## src/sv/dhoat_pkg.sv

```systemverilog
// ----------------------------------------------------------------------------
// dhoat_pkg
// Shared widths, operation and status codes and the slot entry layout of the
// double-hashing open-addressing table.
// ----------------------------------------------------------------------------
`default_nettype none

package dhoat_pkg;

    localparam int OP_W       = 2;
    localparam int KEY_HIGH_W = 24;
    localparam int KEY_LOW_W  = 64;
    localparam int KEY_W      = KEY_HIGH_W + KEY_LOW_W;
    localparam int REC_W      = 16;
    localparam int STATUS_W   = 3;
    localparam int SLOT_OUT_W = 4;
    localparam int LIVE_OUT_W = 5;
    localparam int SUM_W      = 12;

    localparam logic [OP_W-1:0] OP_INSERT = 2'd0;
    localparam logic [OP_W-1:0] OP_SEARCH = 2'd1;
    localparam logic [OP_W-1:0] OP_REMOVE = 2'd2;

    localparam logic [STATUS_W-1:0] ST_INSERTED  = 3'd0;
    localparam logic [STATUS_W-1:0] ST_FOUND     = 3'd1;
    localparam logic [STATUS_W-1:0] ST_NOT_FOUND = 3'd2;
    localparam logic [STATUS_W-1:0] ST_REMOVED   = 3'd3;
    localparam logic [STATUS_W-1:0] ST_FULL      = 3'd4;

    typedef struct packed {
        logic                  occupied;
        logic                  deleted;
        logic [KEY_HIGH_W-1:0] key_high;
        logic [KEY_LOW_W-1:0]  key_low;
        logic [REC_W-1:0]      record;
    } entry_t;

endpackage

`default_nettype wire

```

## src/sv/dhoat_hash.sv

```systemverilog
// ----------------------------------------------------------------------------
// dhoat_hash
// Sums the key byte codes, then reduces the sum modulo SLOTS and SLOTS-1 by
// reciprocal multiplication: sum, quotient and remainder, each registered in turn.
// ----------------------------------------------------------------------------
`default_nettype none

module dhoat_hash #(
    parameter int SLOTS     = 16,
    parameter int KEY_CHARS = 11
) (
    input  wire logic                             clk,
    input  wire logic                             rst_n,
    input  wire logic                             start,
    input  wire logic [dhoat_pkg::KEY_HIGH_W-1:0] key_high,
    input  wire logic [dhoat_pkg::KEY_LOW_W-1:0]  key_low,
    output logic                                  done,
    output logic [$clog2(SLOTS)-1:0]              home,
    output logic [$clog2(SLOTS)-1:0]              step
);
    import dhoat_pkg::*;

    localparam int IW          = $clog2(SLOTS);
    localparam int RECIP_SHIFT = SUM_W + IW;
    localparam int RECIP_W     = SUM_W + 2;
    localparam int PROD_W      = SUM_W + RECIP_W;
    localparam logic [RECIP_W-1:0] RECIP_A =
        RECIP_W'(((longint'(1) << RECIP_SHIFT) + longint'(SLOTS - 1)) / longint'(SLOTS));
    localparam logic [RECIP_W-1:0] RECIP_B =
        RECIP_W'(((longint'(1) << RECIP_SHIFT) + longint'(SLOTS - 2)) / longint'(SLOTS - 1));
    localparam logic [SUM_W-1:0] DIV_A = SUM_W'(SLOTS);
    localparam logic [SUM_W-1:0] DIV_B = SUM_W'(SLOTS - 1);

    logic [KEY_W-1:0]  key_all;
    logic [SUM_W-1:0]  byte_sum;

    logic              sum_valid_reg;
    logic              quo_valid_reg;
    logic              done_reg;
    logic [SUM_W-1:0]  sum_reg;
    logic [SUM_W-1:0]  quo_a_reg;
    logic [SUM_W-1:0]  quo_b_reg;
    logic [IW-1:0]     rem_a_reg;
    logic [IW-1:0]     rem_b_reg;

    logic [PROD_W-1:0] prod_a;
    logic [PROD_W-1:0] prod_b;
    logic [PROD_W-1:0] quo_a_wide;
    logic [PROD_W-1:0] quo_b_wide;
    logic [SUM_W-1:0]  back_a;
    logic [SUM_W-1:0]  back_b;
    logic [SUM_W-1:0]  rem_a_full;
    logic [SUM_W-1:0]  rem_b_full;

    assign key_all = {key_high, key_low};

    always_comb
    begin
        byte_sum = '0;
        for (int p = 0; p < KEY_CHARS; p++)
        begin
            byte_sum = byte_sum + SUM_W'(key_all[KEY_W-1-8*p -: 8]);
        end
    end

    assign prod_a     = PROD_W'(sum_reg) * PROD_W'(RECIP_A);
    assign prod_b     = PROD_W'(sum_reg) * PROD_W'(RECIP_B);
    assign quo_a_wide = prod_a >> RECIP_SHIFT;
    assign quo_b_wide = prod_b >> RECIP_SHIFT;
    assign back_a     = quo_a_reg * DIV_A;
    assign back_b     = quo_b_reg * DIV_B;
    assign rem_a_full = sum_reg - back_a;
    assign rem_b_full = sum_reg - back_b;

    always_ff @(posedge clk or negedge rst_n)
    begin
        if (!rst_n)
        begin
            sum_valid_reg <= 1'b0;
            quo_valid_reg <= 1'b0;
            done_reg      <= 1'b0;
        end
        else
        begin
            sum_valid_reg <= start;
            quo_valid_reg <= sum_valid_reg;
            done_reg      <= quo_valid_reg;
        end
    end

    always_ff @(posedge clk)
    begin
        if (start)
        begin
            sum_reg <= byte_sum;
        end
        if (sum_valid_reg)
        begin
            quo_a_reg <= quo_a_wide[SUM_W-1:0];
            quo_b_reg <= quo_b_wide[SUM_W-1:0];
        end
        if (quo_valid_reg)
        begin
            rem_a_reg <= rem_a_full[IW-1:0];
            rem_b_reg <= rem_b_full[IW-1:0];
        end
    end

    assign done = done_reg;
    assign home = rem_a_reg;
    assign step = rem_b_reg + 1'b1;

endmodule

`default_nettype wire

```

## src/sv/double_hash_open_address_table.sv

```systemverilog
// ----------------------------------------------------------------------------
// double_hash_open_address_table
// Open-addressing hash table with double hashing, keyed by an 11-character
// phone number; insert, search and remove, one result word per input word.
// ----------------------------------------------------------------------------
// Usage:
//   Input channel (in_valid/in_stall) carries opcode, key and record index.
//   Output channel (out_valid/out_stall) carries status, found_index,
//   slot_used and live_entries, one word for every input word, in order.
//   After reset the slot memory is cleared, one slot a cycle, until every
//   slot is written; in_stall stays high during that pass.
//   Sequence: the key sum and its two residues are computed first (byte
//   sum, reciprocal multiply, remainder), then each probe reads one slot
//   from memory and then evaluates it. An item makes at most SLOTS probes
//   before its result is ready.
//   Throughput: one item at a time; the next word is taken the cycle after
//   the result is loaded into the output register.
//   A stalled result holds in the output register while the next item is
//   hashed and probed; that item completes once the register is free.
// ----------------------------------------------------------------------------
`default_nettype none

module double_hash_open_address_table #(
    parameter int SLOTS     = 16,
    parameter int KEY_CHARS = 11
) (
    input  wire logic                             clk,
    input  wire logic                             rst_n,
    input  wire logic                             in_valid,
    output logic                                  in_stall,
    input  wire logic [dhoat_pkg::OP_W-1:0]       opcode,
    input  wire logic [dhoat_pkg::KEY_HIGH_W-1:0] key_chars_high,
    input  wire logic [dhoat_pkg::KEY_LOW_W-1:0]  key_chars_low,
    input  wire logic [dhoat_pkg::REC_W-1:0]      record_index,
    output logic                                  out_valid,
    input  wire logic                             out_stall,
    output logic [dhoat_pkg::STATUS_W-1:0]        status,
    output logic [dhoat_pkg::REC_W-1:0]           found_index,
    output logic [dhoat_pkg::SLOT_OUT_W-1:0]      slot_used,
    output logic [dhoat_pkg::LIVE_OUT_W-1:0]      live_entries
);
    import dhoat_pkg::*;

    localparam int IW = $clog2(SLOTS);
    localparam int CW = $clog2(SLOTS + 1);
    localparam logic [KEY_W-1:0] KEY_MASK = ~(KEY_W'(0)) << (KEY_W - 8 * KEY_CHARS);

    localparam logic [2:0] S_CLEAR = 3'd0;
    localparam logic [2:0] S_IDLE  = 3'd1;
    localparam logic [2:0] S_HASH  = 3'd2;
    localparam logic [2:0] S_READ  = 3'd3;
    localparam logic [2:0] S_EVAL  = 3'd4;

    logic [2:0]            state_reg, state_next;
    logic [IW-1:0]         clr_reg;
    logic [IW-1:0]         idx_reg, idx_next;
    logic [IW-1:0]         step_reg;
    logic [IW-1:0]         probe_reg, probe_next;
    logic [CW-1:0]         live_reg, live_next;
    logic [OP_W-1:0]       op_reg;
    logic [KEY_HIGH_W-1:0] key_high_reg;
    logic [KEY_LOW_W-1:0]  key_low_reg;
    logic [REC_W-1:0]      rec_reg;

    logic                  out_valid_reg;
    logic [STATUS_W-1:0]   status_reg;
    logic [REC_W-1:0]      found_reg;
    logic [SLOT_OUT_W-1:0] slot_reg;
    logic [LIVE_OUT_W-1:0] live_out_reg;

    entry_t                mem [SLOTS];
    entry_t                rd_reg;
    logic                  mem_we;
    logic [IW-1:0]         mem_waddr;
    entry_t                mem_wdata;

    logic                  in_accept;
    logic                  hash_done;
    logic [IW-1:0]         hash_home;
    logic [IW-1:0]         hash_step;

    logic                  out_free;
    logic                  finish;
    logic [STATUS_W-1:0]   res_status;
    logic [REC_W-1:0]      res_found;
    logic                  res_slot_hit;
    logic                  key_match;
    logic                  last_probe;
    logic [IW:0]           idx_sum;
    logic [IW-1:0]         idx_adv;
    logic [IW+SLOT_OUT_W-1:0] slot_wide;
    logic [CW+LIVE_OUT_W-1:0] live_wide;

    assign in_stall  = (state_reg != S_IDLE);
    assign in_accept = in_valid && !in_stall;
    assign out_free  = !out_valid_reg || !out_stall;

    dhoat_hash #(
        .SLOTS     (SLOTS),
        .KEY_CHARS (KEY_CHARS)
    ) u_hash (
        .clk      (clk),
        .rst_n    (rst_n),
        .start    (in_accept),
        .key_high (key_chars_high),
        .key_low  (key_chars_low),
        .done     (hash_done),
        .home     (hash_home),
        .step     (hash_step)
    );

    assign key_match  = ((({rd_reg.key_high, rd_reg.key_low} ^ {key_high_reg, key_low_reg})
                         & KEY_MASK) == '0);
    assign last_probe = (probe_reg == IW'(SLOTS - 1));
    assign idx_sum    = {1'b0, idx_reg} + {1'b0, step_reg};
    assign idx_adv    = (idx_sum >= (IW+1)'(SLOTS)) ? IW'(idx_sum - (IW+1)'(SLOTS))
                                                    : idx_sum[IW-1:0];

    always_comb
    begin
        state_next   = state_reg;
        idx_next     = idx_reg;
        probe_next   = probe_reg;
        live_next    = live_reg;
        finish       = 1'b0;
        res_status   = ST_NOT_FOUND;
        res_found    = '0;
        res_slot_hit = 1'b0;
        mem_we       = 1'b0;
        mem_waddr    = idx_reg;
        mem_wdata    = rd_reg;

        unique case (state_reg)
            S_CLEAR:
            begin
                mem_we    = 1'b1;
                mem_waddr = clr_reg;
                mem_wdata = '0;
                if (clr_reg == IW'(SLOTS - 1))
                begin
                    state_next = S_IDLE;
                end
            end
            S_IDLE:
            begin
                if (in_accept)
                begin
                    state_next = S_HASH;
                end
            end
            S_HASH:
            begin
                if (hash_done)
                begin
                    idx_next   = hash_home;
                    probe_next = '0;
                    state_next = S_READ;
                end
            end
            S_READ:
            begin
                state_next = S_EVAL;
            end
            S_EVAL:
            begin
                case (op_reg) inside
                    OP_INSERT:
                    begin
                        if (!rd_reg.occupied || rd_reg.deleted)
                        begin
                            finish             = 1'b1;
                            res_status         = ST_INSERTED;
                            res_slot_hit       = 1'b1;
                            mem_we             = out_free;
                            mem_wdata.occupied = 1'b1;
                            mem_wdata.deleted  = 1'b0;
                            mem_wdata.key_high = key_high_reg;
                            mem_wdata.key_low  = key_low_reg;
                            mem_wdata.record   = rec_reg;
                            live_next          = live_reg + 1'b1;
                        end
                        else if (last_probe)
                        begin
                            finish     = 1'b1;
                            res_status = ST_FULL;
                        end
                    end
                    OP_SEARCH, OP_REMOVE:
                    begin
                        if (!rd_reg.occupied)
                        begin
                            finish = 1'b1;
                        end
                        else if (!rd_reg.deleted && key_match)
                        begin
                            finish       = 1'b1;
                            res_slot_hit = 1'b1;
                            if (op_reg == OP_SEARCH)
                            begin
                                res_status = ST_FOUND;
                                res_found  = rd_reg.record;
                            end
                            else
                            begin
                                res_status        = ST_REMOVED;
                                mem_we            = out_free;
                                mem_wdata.deleted = 1'b1;
                                if (live_reg != '0)
                                begin
                                    live_next = live_reg - 1'b1;
                                end
                            end
                        end
                        else if (last_probe)
                        begin
                            finish = 1'b1;
                        end
                    end
                    default:
                    begin
                        finish = 1'b1;
                    end
                endcase

                if (finish)
                begin
                    if (out_free)
                    begin
                        state_next = S_IDLE;
                    end
                    else
                    begin
                        live_next = live_reg;
                    end
                end
                else
                begin
                    idx_next   = idx_adv;
                    probe_next = probe_reg + 1'b1;
                    state_next = S_READ;
                end
            end
            default:
            begin
                state_next = S_CLEAR;
            end
        endcase
    end

    assign slot_wide = {{SLOT_OUT_W{1'b0}}, (res_slot_hit ? idx_reg : IW'(0))};
    assign live_wide = {{LIVE_OUT_W{1'b0}}, live_next};

    always_ff @(posedge clk or negedge rst_n)
    begin
        if (!rst_n)
        begin
            state_reg     <= S_CLEAR;
            clr_reg       <= '0;
            live_reg      <= '0;
            out_valid_reg <= 1'b0;
        end
        else
        begin
            state_reg <= state_next;
            live_reg  <= live_next;
            if (state_reg == S_CLEAR)
            begin
                clr_reg <= clr_reg + 1'b1;
            end
            if ((state_reg == S_EVAL) && finish && out_free)
            begin
                out_valid_reg <= 1'b1;
            end
            else if (out_valid_reg && !out_stall)
            begin
                out_valid_reg <= 1'b0;
            end
        end
    end

    always_ff @(posedge clk)
    begin
        idx_reg   <= idx_next;
        probe_reg <= probe_next;
        if (state_reg == S_HASH)
        begin
            step_reg <= hash_step;
        end
        if (in_accept)
        begin
            op_reg       <= opcode;
            key_high_reg <= key_chars_high;
            key_low_reg  <= key_chars_low;
            rec_reg      <= record_index;
        end
        if ((state_reg == S_EVAL) && finish && out_free)
        begin
            status_reg   <= res_status;
            found_reg    <= res_found;
            slot_reg     <= slot_wide[SLOT_OUT_W-1:0];
            live_out_reg <= live_wide[LIVE_OUT_W-1:0];
        end
    end

    always_ff @(posedge clk)
    begin
        if (mem_we)
        begin
            mem[mem_waddr] <= mem_wdata;
        end
    end

    always_ff @(posedge clk)
    begin
        if (state_reg == S_READ)
        begin
            rd_reg <= mem[idx_reg];
        end
    end

    assign out_valid    = out_valid_reg;
    assign status       = status_reg;
    assign found_index  = found_reg;
    assign slot_used    = slot_reg;
    assign live_entries = live_out_reg;

endmodule

`default_nettype wire

```

## config.mk

```make
export PLATFORM = sky130hd
export DESIGN_NAME = double_hash_open_address_table
export DESIGN_NICKNAME = d
export VERILOG_FILES = /design/src/sv/dhoat_pkg.sv /design/src/sv/dhoat_hash.sv /design/src/sv/double_hash_open_address_table.sv
export SDC_FILE = /design/constraint.sdc
export NUM_CORES = 2
export LEC_CHECK = 0
export BUFFER_PORTS_ARGS = -buffer_cell sky130_fd_sc_hd__buf_2
export CORE_MARGIN = 2
export CORE_UTILIZATION = 40
export DETAILED_ROUTE_END_ITERATION = 12
export HOLD_SLACK_MARGIN = 0.08
export PLACE_DENSITY = 0.58
export SETUP_SLACK_MARGIN = 0.3
export SYNTH_ARGS = -nofsm -noshare
export SYNTH_HDL_FRONTEND = slang
export SYNTH_HIERARCHICAL = 1
export SYNTH_SLANG_ARGS = --single-unit
```

## constraint.sdc

```tcl
create_clock -name clk -period 10.43 [get_ports clk]
set_clock_uncertainty 0.1 [all_clocks]
set_input_delay 0.5215 -clock clk [delete_from_list [all_inputs] [get_ports clk]]
set_output_delay 0.5215 -clock clk [all_outputs]
set_load 0.02 [all_outputs]
```

=== Word-level counts from Yosys, hierarchy flattened ===
Memory sizes are Yosys's and may differ from the RTL's. A register that Yosys moved wholly into a read port is not among the register bits.
Cells that the tools add are included.

* Add/subtract/negate cells: 19
* Multipliers: 2
* Div/mod/pow operators: 0
* $lt $le $gt $ge: 1
* Eq/ne operators: 14
* Shifts and indexed selects: 0
* Multiplexer cells: 65
* Bitwise gates (word level): 6
* Reduce and logical (&&, ||, !) cells: 22

{| class="wikitable"
|+ Operator list
! kind !! number
|-
| one-hot mux 106 bit (2 select lines) || 1
|-
| adder 12 x 8 -> 12 bit || 9
|-
| 2-to-1 mux 106 bit || 1
|-
| 2-to-1 mux 104 bit || 1
|-
| zero test 88 bit || 1
|-
| bitwise XOR 88 bit || 1
|-
| 2-to-1 mux 5 bit || 10
|-
| 2-to-1 mux 1 bit || 30
|-
| multiplier 12 x 12 -> 24 bit (second input constant) || 1
|-
| 2-to-1 mux 3 bit || 8
|-
| 2-to-1 mux 4 bit || 6
|-
| one-hot mux 4 bit (2 select lines) || 2
|-
| one-hot mux 3 bit (5 select lines) || 1
|-
| adder 4 x 1 -> 4 bit (second input constant) || 3
|-
| adder 8 x 8 -> 9 bit || 1
|-
| multiplier 9 x 4 -> 4 bit (second input constant) || 1
|-
| equality test 4 bit (second input constant) || 2
|-
| 2-to-1 mux 2 bit || 4
|-
| subtractor 4 x 1 -> 4 bit (second input constant) || 2
|-
| equality test 3 x 2 -> 1 bit (second input constant) || 2
|-
| OR reduction 6 bit || 1
|-
| adder 4 x 4 -> 5 bit || 1
|-
| adder 5 x 1 -> 5 bit (second input constant) || 1
|-
| greater-or-equal comparator 5 bit (second input constant) || 1
|-
| other kinds (22) || 38
|}

* Flip-flop bits (word level): 191
* Latch bits: 0
* RAM bits: 1696
* Bits in read-only memories: 0
* Bits of input ports: 110
* Word-level logic and storage cells: 152
* Memories kept: 1

{| class="wikitable"
|+ Memory list
! memory !! depth !! width !! read ports !! clocked after Yosys merged registers in !! wr ports !! line !! RTL
|-
| mem || 16 || 106 || 1 || 1 || 1 || double_hash_open_address_table.sv:71 || <nowiki>entry_t mem [SLOTS];</nowiki>
|}

=== Depth between registers and ports, before layout ===
* Depth after elaboration: 12
* Gate-level depth with buffers: 19
* Mapped depth without buffers: 19

=== Modules after synthesis ===
Netlist, hierarchy kept.

{| class="wikitable"
|+ Modules (own cells, without submodules)
! module !! times used !! cells each !! area each (sq um) !! sequential area each (sq um)
|-
| double_hash_open_address_table || 1 || 3064 || 74535.2 || 58821.4
|-
| dhoat_hash || 1 || 414 || 4434.3 || 795.8
|}

=== Least setup slack after synthesis ===
OpenSTA, ideal clock, no wires.

* Path type: register to register
* From: register key_low_reg[22]
* To: memory mem[12][0] (netlist bit), enable pin
* Setup time: 0.701 ns
* Arrival: 8.869 ns
* Slack: 0.759 ns
* Cell stages (with the launch flop): 10
* Buffers on the path: 2
* Clock period less this slack: 9.671 ns
* Cells stage by stage: edfxtp_1 > xor2_1 > nor4_1 > nand4_1 > nor3_4 > and3_1 > buf_6 > a21oi_4 > buf_6 > nor3_1

* Word-level cells in the longest chain between the ends: 10

{| class="wikitable"
|+ Ends and longest elaborated chain
! element !! line !! RTL
|-
| start: declaration || double_hash_open_address_table.sv:62 || <nowiki>logic [KEY_LOW_W-1:0] key_low_reg;</nowiki>
|-
| start signal: assignment || double_hash_open_address_table.sv:293 || <nowiki>key_low_reg <= key_chars_low;</nowiki>
|-
| bitwise XOR 88 bit || double_hash_open_address_table.sv:112 || <nowiki>assign key_match = ((({rd_reg.key_high, rd_reg.key_low} ^ {key_high_reg, key_low_reg})</nowiki>
|-
| zero test 88 bit || double_hash_open_address_table.sv:112 ||
|-
| logical AND 1 bit || double_hash_open_address_table.sv:194 || <nowiki>else if (!rd_reg.deleted && key_match)</nowiki>
|-
| 2-to-1 mux 1 bit || double_hash_open_address_table.sv:194 ||
|-
| 2-to-1 mux 1 bit || double_hash_open_address_table.sv:190 || <nowiki>if (!rd_reg.occupied)</nowiki>
|-
| 2-to-1 mux 1 bit (2 in series) || double_hash_open_address_table.sv:166 || <nowiki>case (op_reg) inside</nowiki>
|-
| one-hot mux 1 bit (2 select lines) || double_hash_open_address_table.sv:133 || <nowiki>unique case (state_reg)</nowiki>
|-
| 2-to-1 mux 1 bit || double_hash_open_address_table.sv:307 || <nowiki>if (mem_we)</nowiki>
|-
| 2-to-1 mux 1 bit (not written as such) || double_hash_open_address_table.sv:309 || <nowiki>mem[mem_waddr] <= mem_wdata;</nowiki>
|-
| end: declaration || double_hash_open_address_table.sv:71 ||
|}

Every way passes these cells.

=== Final worst setup path ===
* From: register key_low_reg[40]
* To: memory mem[0][77] (netlist bit), enable pin

Same word-level chain as after synthesis.

==> impl_metrics.tcl <==
set metrics [dict create \
    finalMaxSlewViolations 0 \
    post_synth_top_area_share_pct 75.0 \
    setup_viol 0 \
    drc_violation_total_after_the_first_tritonroute_iteration 3904 \
    gr-usage-all-layers_pct 20.0 \
    ys_async_sr_fraction_pct 0.805 \
    ys_seq_elements 1988 \
    initial_core_util_pct 40.1 \
    syn_area_um2 79000 \
    critical-path-top-cell-by-count "sky130_fd_sc_hd__buf_4" \
    grt_remaining_overflow 0 \
    hold_viol_final 0 \
    clk_pin_slew_worst_paths_ns 0.06 \
    slew-limit-headroom_pct 14.4 \
    clk_root_buffer_cell "sky130_fd_sc_hd__clkbuf_16" \
    cell_types_with_the_largest_area_share_after_synthesis "sky130_fd_sc_hd__edfxtp_1 (75%), sky130_fd_sc_hd__mux4_2 (15%), sky130_fd_sc_hd__fa_1 (2.0%)" \
    cts.repair.resized 0 \
    period_minus_slack_ns 5.45 \
    post_synth_inst_count 3478 \
    cts_inserted_buffers 198 \
    clk_path_buf_depth 3 \
    run_status "complete, no violations" \
    die_width_um 448 \
    drc 0 \
    cts_hold_buf 110 \
    grt_first_pass_wirelength_um 283000 \
    final.setup.tns_ns 0 \
    core_region_area_um2 197000 \
    avgRoutedWirePerCell_um 30.0 \
    p_leak_nw 29.6 \
    critPathRequiredTime_ns 10.77 \
    holdCritPathClass "primary input to register" \
    layout.cells.most_common_list "sky130_fd_sc_hd__edfxtp_1 (1972), sky130_fd_sc_hd__mux4_2 (530), sky130_fd_sc_hd__clkbuf_16 (201), sky130_fd_sc_hd__inv_1 (170), sky130_fd_sc_hd__buf_2 (139)" \
    largest_register_ff_count 1696 \
    max_freq_mhz 183 \
    layout.nets 4116 \
    clock_tree_from_tritoncts "done" \
    place_congestion 0.785 \
    first_pass_iters 5 \
    ant_nets 0 \
    cellPowerDensity_nw_per_um2 265 \
    critical_path.max_stage_delay_ns 0.86 \
    critical_path.max_fanout 41 \
    floorplan.rows 163 \
    num-fill-cells 16300 \
    synth_largest_area_cell "sky130_fd_sc_hd__edfxtp_1" \
    synth_edf_count 1972 \
    postSynthNetCount 3750 \
    vias 37200 \
    io_buffer_count 139 \
    worstPathBufferInverterCount 2 \
    timing.critical_path.cells "xnor2_1 > nand4_1 > nor4_1 > and4_1 > and3_1 > a21oi_4 > nor3_2 > buf_4 > buf_4" \
    avgViaCountPerCell 5.58 \
    cts_setup_buffers 0 \
    ys_warn_count 6 \
    synth_area_per_cell_um2 22.7 \
    vdd_drop_max_uv 199 \
    antenna_found_initial 9 \
    dominantRegCellSynth "sky130_fd_sc_hd__edfxtp_1" \
    critical_path.endpoint_type "register" \
    worstSetupStartpointType "register" \
    worstSkewPairLatency_ns 0.85 \
    synth_cell_type_count 60 \
    grt_pass1_vias 37700 \
    timing.final.crit_share_pct 52.3 \
    crit_family "simple AND/OR/NAND/NOR gates" \
    hpwlAfterDp_um 105000 \
    rsz0062_at_grt "no" \
    areaGrowthSynthToFinish_pct 15.0 \
    chipHeight_um 448 \
    worst-endpoint-arrival_ns 5.79 \
    layout_cell_share_with_drive_strength_beyond_1_pct 26.2 \
    worst_slew_pin_slew_ns 1.28 \
    hold_slack_ns 0.290 \
    crit_slowest_cell "sky130_fd_sc_hd__buf_4" \
    finalWirelength_um 200000 \
    maxCapViolations 0 \
    grt_start_max_net_pins 158 \
    crit_type "register to register" \
    mostFrequentLayoutCell "sky130_fd_sc_hd__edfxtp_1" \
    die-area_um2 201000 \
    io_pins 140 \
    design_power_total_mw 24.1 \
    cts.sinks 1988 \
    cts_htree_levels 4 \
    synth_seq_area_share_pct 75.5 \
]
-- routing by layer --
metal  vias to the layer above  part of all wire, %  wire length [um]  global-route usage [%]
met2                      1170                   50             99700                    33.0
met3                       239                  5.5             10900                    2.76
met5                         -               0.0075                15                       0
met1                     20500                   42             84600                    28.0
met4                         2                  2.2              4420                    5.23
li1                      15200                    -                 -                       -
-- worst reg2reg max path: cells and delay by family (launching register included) --
kind	cells	cell delay, ns
AOI/OAI and AO/OA	1	0.25
xor gates and xnor gates	1	0.46
buffers and inverters	2	1.59
DFF	1	0.40
and+or+nand+nor	5	2.21
-- path summary, 6_finish.rpt --
kind / endpoint / cells after the start / slack (ns) / start
max: mem[0][77]$_DFFE_PP_ / 9 / 4.98 / key_low_reg[40]$_DFFE_PP_
min: rec_reg[7]$_DFFE_PP_ / 2 / 0.29 / record_index[7]
max reg2reg: mem[0][77]$_DFFE_PP_ / 9 / 4.98 / key_low_reg[40]$_DFFE_PP_
min reg2reg: u_hash/quo_valid_reg$_DFF_PN0_ / 0 / 0.42 / u_hash/sum_valid_reg$_DFF_PN0_
max in group asynchronous: clr_reg[0]$_DFFE_PN0P_ / 3 / 8.94 / rst_n
min in group asynchronous: live_reg[0]$_DFF_PN0_ / 3 / 0.77 / rst_n
-- power breakdown --
part | switching, mW | internal [mW]
sequential | 0.355 | 11.0
combinational | 3.58 | 1.91
clock | 3.06 | 4.16
-- metrics by stage --
| stage | instances | worst slack [ns] | instance area [um^2] | util, % |
|---|---|---|---|---|
| 3_5_place_dp | 6174 | 4.66 | 83100 | 42.2 |
| 2_1_floorplan | 3478 | 0.759 | 79000 | - |
| 5_1_grt | 6655 | 4.71 | 90800 | 46.1 |
| 6_report | 6655 | 4.98 | 90800 | 46.1 |
| 3_3_place_gp | 6174 | 4.67 | 83100 | 42.2 |
| 4_1_cts | 6654 | 4.61 | 90800 | 46.1 |
-- cell usage after synthesis (5+ instances only) --
| cell type | count |
|---|---|
| sky130_fd_sc_hd__clkbuf_1 | 81 |
| sky130_fd_sc_hd__nand4_1 | 21 |
| sky130_fd_sc_hd__a21oi_1 | 16 |
| sky130_fd_sc_hd__inv_1 | 170 |
| sky130_fd_sc_hd__edfxtp_1 | 1972 |
| sky130_fd_sc_hd__nand2_1 | 30 |
| sky130_fd_sc_hd__xor2_1 | 24 |
| sky130_fd_sc_hd__nor2_1 | 17 |
| sky130_fd_sc_hd__a31oi_1 | 9 |
| sky130_fd_sc_hd__and2_1 | 21 |
| sky130_fd_sc_hd__a21o_1 | 8 |
| sky130_fd_sc_hd__or3_1 | 5 |
| sky130_fd_sc_hd__mux4_2 | 530 |
| sky130_fd_sc_hd__buf_2 | 50 |
| sky130_fd_sc_hd__and3_1 | 7 |
| sky130_fd_sc_hd__buf_1 | 17 |
| sky130_fd_sc_hd__nand2b_1 | 6 |
| sky130_fd_sc_hd__fa_1 | 80 |
| sky130_fd_sc_hd__nor3_1 | 28 |
| sky130_fd_sc_hd__o21ai_0 | 14 |
| sky130_fd_sc_hd__xnor2_1 | 101 |
| sky130_fd_sc_hd__dfrtp_1 | 16 |
| sky130_fd_sc_hd__nor4_1 | 9 |
| sky130_fd_sc_hd__ha_1 | 82 |
| sky130_fd_sc_hd__nand3_1 | 8 |
| sky130_fd_sc_hd__a22o_1 | 105 |
-- cell type report --
type | count | area (um^2) | area share, %
inverters | 170 | 638 | 0.703
well taps | 2640 | 3300 | 3.64
multi-input cells | 1168 | 18200 | 20.0
repair buffers | 318 | 2490 | 2.74
diodes | 1 | 2.50 | 0.00276
flip-flops and latches | 1988 | 59600 | 65.7
clock inverters | 137 | 1430 | 1.57
clock buffers | 233 | 5150 | 5.67
-- cell families (layout without fill, tap and decap cells) --
kind of cell    count (synthesis)  after routing  synth area share (%)
simple gates                  170            170                  1.19
xor+xnor                      125            125                  1.39
buf+inv                       322            858                  1.64
compound gates                181            181                  1.85
mux                           530            530                  15.1
fa+ha+maj                     162            162                  3.33
other cells                     0              1                     0
flops                        1988           1988                  75.5
Note: power is estimated with default switching activity, not from simulation.
